--- src/rtl/core/mpc_pkg.sv ---
// shared types and constants for the mandelbrot pixel colorizer
package mpc_pkg;

    // default values of the top-level parameters
    localparam int DEF_MAX_ITERATIONS = 128;
    localparam int DEF_FRACTION_BITS  = 28;

    // port widths fixed by the pixel and color formats
    localparam int CFG_W     = 13;
    localparam int CFG_IDX_W = 1;
    localparam int COORD_W   = 12;
    localparam int COLOR_W   = 8;

    // configuration register indexes
    localparam logic [CFG_IDX_W-1:0] CFG_IDX_WIDTH  = 1'b0;
    localparam logic [CFG_IDX_W-1:0] CFG_IDX_HEIGHT = 1'b1;

    // configuration register reset values
    localparam logic [CFG_W-1:0] WIDTH_RESET  = 13'd640;
    localparam logic [CFG_W-1:0] HEIGHT_RESET = 13'd480;

    // operations of the shared iteration unit
    typedef enum logic [2:0] {
        IT_NOP,
        IT_LOAD_CR,
        IT_LOAD_CI,
        IT_SQR_R,
        IT_SQR_I,
        IT_CROSS,
        IT_UPDATE
    } it_op_t;

    // status returned by the iteration unit to the sequencer
    typedef struct packed {
        logic escape;
        logic at_limit;
    } iter_status_t;

endpackage

--- src/rtl/core/mpc_div.sv ---
// restoring divider for the coordinate scaling, one quotient bit per cycle
module mpc_div import mpc_pkg::*; #(
    parameter int FRACTION_BITS = DEF_FRACTION_BITS
) (
    input  logic                       clk,
    input  logic                       rst_n,
    input  logic                       start,
    input  logic [COORD_W+1:0]         num,
    input  logic [CFG_W-1:0]           den,
    output logic                       done,
    output logic [FRACTION_BITS+4:0]   quo
);

    localparam int QW = FRACTION_BITS + 4;
    localparam int CW = $clog2(QW);
    localparam int RW = CFG_W + 4;

    logic          run_reg, run_next;
    logic          done_reg, done_next;
    logic          cap_reg, cap_next;
    logic [CW-1:0] cnt_reg, cnt_next;
    logic [RW-1:0] rem_reg, rem_next;
    logic [RW-2:0] dsh_reg, dsh_next;
    logic [QW-1:0] q_reg, q_next;

    logic [RW-1:0] rem_sub;
    logic          fits;

    // one restoring step against the divisor scaled by eight
    always_comb
    begin
        fits    = (rem_reg >= {1'b0, dsh_reg});
        rem_sub = fits ? (rem_reg - {1'b0, dsh_reg}) : rem_reg;
    end

    // step control
    always_comb
    begin
        run_next  = run_reg;
        done_next = 1'b0;
        cap_next  = cap_reg;
        cnt_next  = cnt_reg;
        rem_next  = rem_reg;
        dsh_next  = dsh_reg;
        q_next    = q_reg;
        if (start)
        begin
            run_next = 1'b1;
            cap_next = ({3'b000, num} >= {den, 4'b0000});
            cnt_next = '0;
            rem_next = {3'b000, num};
            dsh_next = {den, 3'b000};
            q_next   = '0;
        end
        else if (run_reg)
        begin
            rem_next = {rem_sub[RW-2:0], 1'b0};
            q_next   = {q_reg[QW-2:0], fits};
            cnt_next = cnt_reg + 1'b1;
            if (cnt_reg == CW'(QW - 1))
            begin
                run_next  = 1'b0;
                done_next = 1'b1;
            end
        end
    end

    always_ff @(posedge clk or negedge rst_n)
    begin
        if (!rst_n)
        begin
            run_reg  <= 1'b0;
            done_reg <= 1'b0;
            cap_reg  <= 1'b0;
            cnt_reg  <= '0;
            rem_reg  <= '0;
            dsh_reg  <= '0;
            q_reg    <= '0;
        end
        else
        begin
            run_reg  <= run_next;
            done_reg <= done_next;
            cap_reg  <= cap_next;
            cnt_reg  <= cnt_next;
            rem_reg  <= rem_next;
            dsh_reg  <= dsh_next;
            q_reg    <= q_next;
        end
    end

    // quotient capped at sixteen
    assign done = done_reg;
    assign quo  = cap_reg ? ((QW+1)'(16) << FRACTION_BITS) : {1'b0, q_reg};

endmodule

--- src/rtl/core/mpc_iter.sv ---
// escape-time iteration datapath around one shared fixed-point multiplier
module mpc_iter import mpc_pkg::*; #(
    parameter int MAX_ITERATIONS = DEF_MAX_ITERATIONS,
    parameter int FRACTION_BITS  = DEF_FRACTION_BITS,
    localparam int NW            = $clog2(MAX_ITERATIONS + 1)
) (
    input  logic                     clk,
    input  logic                     rst_n,
    input  it_op_t                   op,
    input  logic [FRACTION_BITS+4:0] quo,
    output iter_status_t             status,
    output logic [NW-1:0]            count
);

    localparam int W = FRACTION_BITS + 4;
    localparam int M = FRACTION_BITS + 3;

    localparam logic [W+1:0] LIM          = {3'b000, {M{1'b1}}};
    localparam logic [W+1:0] EIGHT_THIRDS = (W+2)'((64'd8 << FRACTION_BITS) / 64'd3);
    localparam logic [W+1:0] TWO          = (W+2)'(2) << FRACTION_BITS;
    localparam logic [W:0]   FOUR         = (W+1)'(4) << FRACTION_BITS;

    // sign extension by two bits
    function automatic logic [W+1:0] sx(input logic [W-1:0] v);
        return {{2{v[W-1]}}, v};
    endfunction

    // saturate to the symmetric fixed-point range
    function automatic logic [W-1:0] sat(input logic [W+1:0] v);
        logic signed [W+1:0] s;
        logic signed [W+1:0] lim_s;
        logic signed [W+1:0] nlim_s;
        s      = $signed(v);
        lim_s  = $signed(LIM);
        nlim_s = -lim_s;
        if (s > lim_s)
            return LIM[W-1:0];
        else if (s < nlim_s)
            return nlim_s[W-1:0];
        else
            return v[W-1:0];
    endfunction

    logic [W-1:0]  zr_reg, zr_next;
    logic [W-1:0]  zi_reg, zi_next;
    logic [W-1:0]  cr_reg, cr_next;
    logic [W-1:0]  ci_reg, ci_next;
    logic [W-1:0]  sr_reg, sr_next;
    logic [W-1:0]  si_reg, si_next;
    logic [W-1:0]  p_reg, p_next;
    logic [NW-1:0] n_reg, n_next;

    logic [W-1:0]   mul_a, mul_b;
    logic [W-1:0]   a_neg, b_neg;
    logic [M-1:0]   a_mag, b_mag;
    logic [2*M-1:0] prod;
    logic [W+1:0]   prod_sh;
    logic [M-1:0]   prod_mag;
    logic [W-1:0]   mul_res;
    logic           mul_sign;

    // operand select for the shared multiplier
    always_comb
    begin
        case (op)
            IT_SQR_R:
            begin
                mul_a = zr_reg;
                mul_b = zr_reg;
            end
            IT_SQR_I:
            begin
                mul_a = zi_reg;
                mul_b = zi_reg;
            end
            default:
            begin
                mul_a = zr_reg;
                mul_b = zi_reg;
            end
        endcase
    end

    // sign-magnitude multiply, truncated toward zero and saturated
    always_comb
    begin
        a_neg    = ~mul_a + 1'b1;
        b_neg    = ~mul_b + 1'b1;
        a_mag    = mul_a[W-1] ? a_neg[M-1:0] : mul_a[M-1:0];
        b_mag    = mul_b[W-1] ? b_neg[M-1:0] : mul_b[M-1:0];
        mul_sign = mul_a[W-1] ^ mul_b[W-1];
        prod     = {{M{1'b0}}, a_mag} * {{M{1'b0}}, b_mag};
        prod_sh  = prod[2*M-1:FRACTION_BITS];
        prod_mag = (prod_sh > LIM) ? LIM[M-1:0] : prod_sh[M-1:0];
        mul_res  = mul_sign ? (~{1'b0, prod_mag} + 1'b1) : {1'b0, prod_mag};
    end

    // register updates per operation
    always_comb
    begin
        zr_next = zr_reg;
        zi_next = zi_reg;
        cr_next = cr_reg;
        ci_next = ci_reg;
        sr_next = sr_reg;
        si_next = si_reg;
        p_next  = p_reg;
        n_next  = n_reg;
        case (op)
            IT_LOAD_CR:
                cr_next = sat({1'b0, quo} - EIGHT_THIRDS);
            IT_LOAD_CI:
            begin
                ci_next = sat({1'b0, quo} - TWO);
                zr_next = '0;
                zi_next = '0;
                n_next  = '0;
            end
            IT_SQR_R:
                sr_next = mul_res;
            IT_SQR_I:
                si_next = mul_res;
            IT_CROSS:
                p_next = mul_res;
            IT_UPDATE:
            begin
                zr_next = sat(sx(sat(sx(sr_reg) - sx(si_reg))) + sx(cr_reg));
                zi_next = sat(sx(sat({p_reg[W-1], p_reg, 1'b0})) + sx(ci_reg));
                n_next  = n_reg + 1'b1;
            end
            default:
            begin
                n_next = n_reg;
            end
        endcase
    end

    always_ff @(posedge clk or negedge rst_n)
    begin
        if (!rst_n)
        begin
            zr_reg <= '0;
            zi_reg <= '0;
            cr_reg <= '0;
            ci_reg <= '0;
            sr_reg <= '0;
            si_reg <= '0;
            p_reg  <= '0;
            n_reg  <= '0;
        end
        else
        begin
            zr_reg <= zr_next;
            zi_reg <= zi_next;
            cr_reg <= cr_next;
            ci_reg <= ci_next;
            sr_reg <= sr_next;
            si_reg <= si_next;
            p_reg  <= p_next;
            n_reg  <= n_next;
        end
    end

    // escape test on the stored squares, limit test on the count
    assign status.escape   = (({1'b0, sr_reg} + {1'b0, si_reg}) > FOUR);
    assign status.at_limit = (n_reg == NW'(MAX_ITERATIONS - 1));
    assign count           = n_reg;

endmodule

--- src/rtl/core/mpc_color.sv ---
// count scaling by a reciprocal multiply, then the color fifths
module mpc_color import mpc_pkg::*; #(
    parameter int MAX_ITERATIONS = DEF_MAX_ITERATIONS,
    localparam int NW            = $clog2(MAX_ITERATIONS + 1)
) (
    input  logic               clk,
    input  logic               rst_n,
    input  logic               start,
    input  logic [NW-1:0]      count,
    output logic               valid,
    output logic [COLOR_W-1:0] red,
    output logic [COLOR_W-1:0] green,
    output logic [COLOR_W-1:0] blue,
    output logic [COLOR_W-1:0] iteration_count
);

    // count*255 fits NUMW bits; the rounded-up reciprocal is exact over that range
    localparam int NUMW = NW + 8;
    localparam int SH   = NUMW + $clog2(MAX_ITERATIONS);
    localparam int RW   = NUMW + 1;
    localparam logic [RW-1:0] RECIP_MAX =
        RW'(((64'd1 << SH) + 64'(MAX_ITERATIONS) - 64'd1) / 64'(MAX_ITERATIONS));
    localparam logic [15:0]     RECIP5  = 16'd52429;

    typedef enum logic [1:0] {
        C_IDLE,
        C_DIV,
        C_OUT
    } color_state_t;

    color_state_t        state_reg, state_next;
    logic [NUMW-1:0]     rem_reg, rem_next;
    logic [7:0]          val_reg, val_next;
    logic [NW-1:0]       n_reg, n_next;
    logic                valid_reg, valid_next;
    logic [COLOR_W-1:0]  red_reg, red_next;
    logic [COLOR_W-1:0]  green_reg, green_next;
    logic [COLOR_W-1:0]  blue_reg, blue_next;

    logic [NUMW+RW-1:0]  scaled;
    logic [24:0]         red_prod;
    logic [25:0]         green_prod;

    // count*255 over MAX_ITERATIONS as a reciprocal multiply
    always_comb
    begin
        scaled = {{RW{1'b0}}, rem_reg} * {{NUMW{1'b0}}, RECIP_MAX};
    end

    // division by five as a reciprocal multiply, exact for these ranges
    always_comb
    begin
        red_prod   = {16'd0, val_reg, 1'b0} * {9'd0, RECIP5};
        green_prod = {16'd0, val_reg, 2'b00} * {10'd0, RECIP5};
    end

    // sequencer for count*255/MAX_ITERATIONS and the color outputs
    always_comb
    begin
        state_next = state_reg;
        rem_next   = rem_reg;
        val_next   = val_reg;
        n_next     = n_reg;
        valid_next = 1'b0;
        red_next   = red_reg;
        green_next = green_reg;
        blue_next  = blue_reg;
        case (state_reg)
            C_IDLE:
            begin
                if (start)
                begin
                    n_next     = count;
                    rem_next   = {count, 8'd0} - {8'd0, count};
                    state_next = C_DIV;
                end
            end
            C_DIV:
            begin
                val_next   = scaled[SH+7:SH];
                state_next = C_OUT;
            end
            C_OUT:
            begin
                red_next   = {1'b0, red_prod[24:18]};
                green_next = green_prod[25:18];
                blue_next  = val_reg;
                valid_next = 1'b1;
                state_next = C_IDLE;
            end
            default:
            begin
                state_next = C_IDLE;
            end
        endcase
    end

    always_ff @(posedge clk or negedge rst_n)
    begin
        if (!rst_n)
        begin
            state_reg <= C_IDLE;
            rem_reg   <= '0;
            val_reg   <= '0;
            n_reg     <= '0;
            valid_reg <= 1'b0;
            red_reg   <= '0;
            green_reg <= '0;
            blue_reg  <= '0;
        end
        else
        begin
            state_reg <= state_next;
            rem_reg   <= rem_next;
            val_reg   <= val_next;
            n_reg     <= n_next;
            valid_reg <= valid_next;
            red_reg   <= red_next;
            green_reg <= green_next;
            blue_reg  <= blue_next;
        end
    end

    assign valid           = valid_reg;
    assign red             = red_reg;
    assign green           = green_reg;
    assign blue            = blue_reg;
    assign iteration_count = COLOR_W'(n_reg);

endmodule

--- src/rtl/core/mandelbrot_pixel_colorizer_core.sv ---
// Mandelbrot escape-time pixel colorizer: a pixel goes in on start while busy is
// low, and its color comes back as a one-cycle result_valid strobe with red,
// green, blue and iteration_count; the receiver cannot stall, so take the result
// in that cycle. One pixel is worked at a time and busy stays high until its
// strobe. A pixel stops iterating when it escapes or when its count reaches
// MAX_ITERATIONS. The two coordinate divisions run one quotient bit per cycle
// on a shared divider, each quotient then handed over to the iteration unit;
// each iteration steps through zr squared, zi squared and the cross product on
// the single shared multiplier, then the update. The escape test on the stored
// squares is made in the cross-product step, and an escaping pixel skips the
// update and goes on to the color stage. busy falls the cycle after the strobe,
// so the next pixel can be taken at the end of that cycle at the earliest.
// Width and height are written through cfg_write, cfg_index and cfg_data; the
// user must write them only while the block is idle, which the block itself
// does not enforce. A value of zero acts as one.
module mandelbrot_pixel_colorizer_core import mpc_pkg::*; #(
    parameter int MAX_ITERATIONS = DEF_MAX_ITERATIONS,
    parameter int FRACTION_BITS  = DEF_FRACTION_BITS
) (
    input  logic                 clk,
    input  logic                 rst_n,
    input  logic                 start,
    output logic                 busy,
    input  logic [COORD_W-1:0]   pixel_x,
    input  logic [COORD_W-1:0]   pixel_y,
    input  logic                 cfg_write,
    input  logic [CFG_IDX_W-1:0] cfg_index,
    input  logic [CFG_W-1:0]     cfg_data,
    output logic                 result_valid,
    output logic [COLOR_W-1:0]   red,
    output logic [COLOR_W-1:0]   green,
    output logic [COLOR_W-1:0]   blue,
    output logic [COLOR_W-1:0]   iteration_count
);

    localparam int NW = $clog2(MAX_ITERATIONS + 1);

    typedef enum logic [3:0] {
        S_IDLE,
        S_DIVX,
        S_DIVY,
        S_SQR_R,
        S_SQR_I,
        S_CROSS,
        S_UPD,
        S_COLOR_GO,
        S_COLOR_WAIT
    } seq_state_t;

    seq_state_t           state_reg, state_next;
    logic [CFG_W-1:0]     width_reg, width_next;
    logic [CFG_W-1:0]     height_reg, height_next;
    logic [COORD_W-1:0]   py_reg, py_next;

    logic [CFG_W-1:0]         width_eff, height_eff;
    logic                     div_start;
    logic [COORD_W+1:0]       div_num;
    logic [CFG_W-1:0]         div_den;
    logic                     div_done;
    logic [FRACTION_BITS+4:0] div_quo;
    it_op_t                   it_op;
    iter_status_t             it_status;
    logic [NW-1:0]            it_count;
    logic                     color_start;
    logic                     color_valid;

    // zero size acts as one
    assign width_eff  = (width_reg == '0) ? CFG_W'(1) : width_reg;
    assign height_eff = (height_reg == '0) ? CFG_W'(1) : height_reg;

    // configuration registers
    always_comb
    begin
        width_next  = width_reg;
        height_next = height_reg;
        if (cfg_write)
        begin
            case (cfg_index)
                CFG_IDX_WIDTH:  width_next  = cfg_data;
                CFG_IDX_HEIGHT: height_next = cfg_data;
                default:        width_next  = width_reg;
            endcase
        end
    end

    // pixel sequencer
    always_comb
    begin
        state_next  = state_reg;
        py_next     = py_reg;
        div_start   = 1'b0;
        div_num     = {pixel_x, 2'b00};
        div_den     = width_eff;
        it_op       = IT_NOP;
        color_start = 1'b0;
        case (state_reg)
            S_IDLE:
            begin
                if (start)
                begin
                    div_start  = 1'b1;
                    py_next    = pixel_y;
                    state_next = S_DIVX;
                end
            end
            S_DIVX:
            begin
                if (div_done)
                begin
                    it_op      = IT_LOAD_CR;
                    div_start  = 1'b1;
                    div_num    = {py_reg, 2'b00};
                    div_den    = height_eff;
                    state_next = S_DIVY;
                end
            end
            S_DIVY:
            begin
                if (div_done)
                begin
                    it_op      = IT_LOAD_CI;
                    state_next = S_SQR_R;
                end
            end
            S_SQR_R:
            begin
                it_op      = IT_SQR_R;
                state_next = S_SQR_I;
            end
            S_SQR_I:
            begin
                it_op      = IT_SQR_I;
                state_next = S_CROSS;
            end
            S_CROSS:
            begin
                it_op      = IT_CROSS;
                state_next = it_status.escape ? S_COLOR_GO : S_UPD;
            end
            S_UPD:
            begin
                it_op      = IT_UPDATE;
                state_next = it_status.at_limit ? S_COLOR_GO : S_SQR_R;
            end
            S_COLOR_GO:
            begin
                color_start = 1'b1;
                state_next  = S_COLOR_WAIT;
            end
            S_COLOR_WAIT:
            begin
                if (color_valid)
                    state_next = S_IDLE;
            end
            default:
            begin
                state_next = S_IDLE;
            end
        endcase
    end

    always_ff @(posedge clk or negedge rst_n)
    begin
        if (!rst_n)
        begin
            state_reg  <= S_IDLE;
            width_reg  <= WIDTH_RESET;
            height_reg <= HEIGHT_RESET;
            py_reg     <= '0;
        end
        else
        begin
            state_reg  <= state_next;
            width_reg  <= width_next;
            height_reg <= height_next;
            py_reg     <= py_next;
        end
    end

    assign busy = (state_reg != S_IDLE);

    // coordinate divider, shared by both axes
    mpc_div #(
        .FRACTION_BITS (FRACTION_BITS)
    ) u_div (
        .clk   (clk),
        .rst_n (rst_n),
        .start (div_start),
        .num   (div_num),
        .den   (div_den),
        .done  (div_done),
        .quo   (div_quo)
    );

    // iteration datapath
    mpc_iter #(
        .MAX_ITERATIONS (MAX_ITERATIONS),
        .FRACTION_BITS  (FRACTION_BITS)
    ) u_iter (
        .clk    (clk),
        .rst_n  (rst_n),
        .op     (it_op),
        .quo    (div_quo),
        .status (it_status),
        .count  (it_count)
    );

    // color mapping and result registers
    mpc_color #(
        .MAX_ITERATIONS (MAX_ITERATIONS)
    ) u_color (
        .clk             (clk),
        .rst_n           (rst_n),
        .start           (color_start),
        .count           (it_count),
        .valid           (color_valid),
        .red             (red),
        .green           (green),
        .blue            (blue),
        .iteration_count (iteration_count)
    );

    assign result_valid = color_valid;

endmodule
--- config.mk ---
export PLATFORM = sky130hd
export DESIGN_NAME = mandelbrot_pixel_colorizer_core
export DESIGN_NICKNAME = d
export VERILOG_FILES = /design/src/rtl/core/mpc_pkg.sv /design/src/rtl/core/mpc_div.sv /design/src/rtl/core/mpc_iter.sv /design/src/rtl/core/mpc_color.sv /design/src/rtl/core/mandelbrot_pixel_colorizer_core.sv
export SDC_FILE = /design/constraint.sdc
export NUM_CORES = 2
export LEC_CHECK = 0
export BUFFER_PORTS_ARGS = -buffer_cell sky130_fd_sc_hd__buf_2
export CAP_MARGIN = 30
export CORE_MARGIN = 2
export CORE_UTILIZATION = 58
export CTS_CLUSTER_DIAMETER = 30
export CTS_CLUSTER_SIZE = 28
export DETAILED_ROUTE_END_ITERATION = 6
export GPL_ROUTABILITY_DRIVEN = 0
export PLACE_DENSITY = 0.74
export SLEW_MARGIN = 20
export SYNTH_ARGS = -nofsm -noshare
export SYNTH_HDL_FRONTEND = slang
export SYNTH_SLANG_ARGS = --single-unit
--- constraint.sdc ---
create_clock -name clk -period 15.5 [get_ports clk]
set_input_delay 3.1 -clock clk [delete_from_list [all_inputs] [get_ports clk]]
set_output_delay 3.1 -clock clk [all_outputs]
set_load 0.005 [all_outputs]
==> qor.yml <==
status: "complete, but fails checks"
violations: "design-rule violations"
maxSlewHeadroom_pct: 25.9
fp.dieW_um: 329
overflow: 0
hold_viol: 0
critPathKind: "flop to flop"
syn_nets: 8696
post-route-period-util_pct: 90.1
critPathMaxStageDelay_ps: 660
die-area_mm2: 0.109
syn2layout_area_growth_pct: 9.21
detail-route-antenna-nets: 0
avgSynthCellArea_um2: 8.38
vias: 54000
fin_crit_ps: 13970
wirelength_mm: 197
worstPathRequired_ps: 16020
cts_sinks: 385
num_io_pins: 76
drv_slew: 0
fin_worst_skew_ps: 81.4
firstDrtPassIters: 7
hold_path.class: "flop to flop"
root_buffer: "clkbuf_16"
setup_viol: 0
die_height_um: 329
start_util_pct: 58.5
cts_buffer_depth: 3
place_area_mm2: 0.0637
synthArstFlopShare_pct: 100
wire_per_inst_um: 22.5
ys_seq_elements: 385
antenna_found_initial: 4
synth_edf_count: 0
arrival_ps: 14490
core-area_mm2: 0.105
start_kind: "flop"
syn_inst: 7334
worstPathMaxFanout: 25
ys_types: 101
max_cap_violations: 0
htreeDepth: 3
clk_pin_slew_ps: 50
ys.flop_type: "dfrtp_1"
grt_first_pass_wirelength_mm: 310
dp.cells: 8556
netlist_area_mm2: 0.0614
cts-hold-fix-buffers: 0
rsz0062_at_grt: "false"
fmax_ghz: 0.0716
io_buffers: 74
grt_max_degree: 102
yosysWarningCount: 0
grt_pass1_vias: 54100
track_usage_pct: 36.9
endpoint_kind: "flop"
drive_above_1_share_pct: 7.67
vias_per_cell: 6.19
cts_setup_buffers: 0
yosysSeqAreaShare_pct: 15.7
tns_ps: 0
finalNetCount: 8627
numCtsBuffers: 87
setup_slack_ps: 1530
stdcell_area_mm2: 0.0671
cp_slowest_cell: "nor3b_1"
path_common_cell: "fa_1"
drc: 2
finalNonFillerCells: 8733
fillCellCount: 8742
max_slew.worst_pin.slew_ps: 1100
rows: 119
dp_hpwl_mm: 154
drt_iter0_drc: 5830
cts_tree: "built"
cts_resized: 0
insertion_delay_ps: 680
dp_worst_setup_slack_ps: 1840
[cell type report]
type | count | area [um2] | share of cell area (%)
antenna | 3 | 7.51 | 0.0112
timing repair buffer | 233 | 1700 | 2.53
inverter | 1066 | 4000 | 5.96
clock buffer | 98 | 2320 | 3.45
tap | 1391 | 1740 | 2.59
clock inverter | 65 | 942 | 1.40
sequential | 385 | 9640 | 14.4
multi-input combinational | 5492 | 46800 | 69.7
[layer usage]
layer	GRT usage (%)	vias up	routed length (um)
met5	0	-	64
met4	22.2	4	14900
met3	9.21	772	22800
met2	56.0	3277	85500
met1	47.9	26300	73700
li1	-	23700	-
[logic make-up after synthesis]
kind of cell               synth area share (%)
AOI/OAI and AO/OA                          13.5
xor gates and xnor gates                   3.95
adders and majority gates                  37.4
buffers and inverters                      9.03
DFF                                        15.7
muxes                                      3.38
other                                   0.00610
and+or+nand+nor                            17.0
[critical path, delay by kind of cell, from the launching register on]
kind,cells,cell delay (ps)
AO/OA/AOI/OAI,7,1560
XOR/XNOR,1,140
adder cells (fa/ha/maj),10,5030
buffers and inverters,7,1290
flip-flops,1,610
AND/OR/NAND/NOR,19,5140
[cell usage in the layout, fill, tap and decap left out, types with 41 or more instances in the layout]
cell type and count:
inv_1 1063, nand2_1 973, fa_1 857, nor2_1 764
ha_1 463, dfrtp_1 378, a21oi_1 361, o21ai_0 342
mux2i_1 141, buf_4 141, nor3_1 136, xnor2_1 130
xor2_1 100, o21a_1 91, a21o_1 89, clkbuf_16 87
nand3_1 74, buf_2 74, mux2_2 57, nor2b_1 55
nand4_1 53, a31oi_1 52, nand2b_1 50, and2_1 47
nor4_1 42, o211ai_1 41
[synth_stat cells (50+ instances only)]
cell type,instances,share of area (%)
nand2b_1,50,0.51
o21a_1,91,1.1
xnor2_1,155,2.2
nand4_1,53,0.54
a21o_1,89,1.1
a21oi_1,361,2.9
o21ai_0,343,2.8
nor2b_1,57,0.58
inv_1,1063,6.5
a31oi_1,53,0.54
nand3_1,74,0.60
nor3_1,138,1.1
xor2_1,122,1.7
fa_1,857,28
clkbuf_1,347,2.1
dfrtp_1,379,15
nor2_1,766,4.7
mux2i_1,141,2.3
nand2_1,974,5.9
mux2_2,57,1.0
ha_1,463,9.4
[final timing paths]
path / from / to / slack, ps / cells past startpoint
worst max-delay path: state_reg[0]$_DFFE_PN0P_ / u_iter.p_reg[16]$_DFFE_PN0N_ / 1530 / 44
worst min-delay path: u_color.iteration_count[5]$_DFFE_PN0P_ / u_color.iteration_count[5]$_DFFE_PN0P_ / 470 / 2
worst max register to register: state_reg[0]$_DFFE_PN0P_ / u_iter.p_reg[16]$_DFFE_PN0N_ / 1530 / 44
worst min register to register: u_color.iteration_count[5]$_DFFE_PN0P_ / u_color.iteration_count[5]$_DFFE_PN0P_ / 470 / 2
max in group asynchronous: rst_n / u_iter.p_reg[22]$_DFFE_PN0N_ / 10980 / 4
min in group asynchronous: rst_n / height_reg[11]$_DFFE_PN0P_ / 2450 / 1
[stage by stage]
step | hold slack (ps) | utilization, %
6_report | 468 | 63.8
5_1_grt | 507 | 63.8
4_1_cts | 470 | 63.7
3_5_place_dp | 458 | 60.6
3_3_place_gp | 457 | 60.4
2_1_floorplan | 444 | -
Power is not shown: default switching activity piles up to over one toggle a cycle in this logic, so the estimate is an artifact.
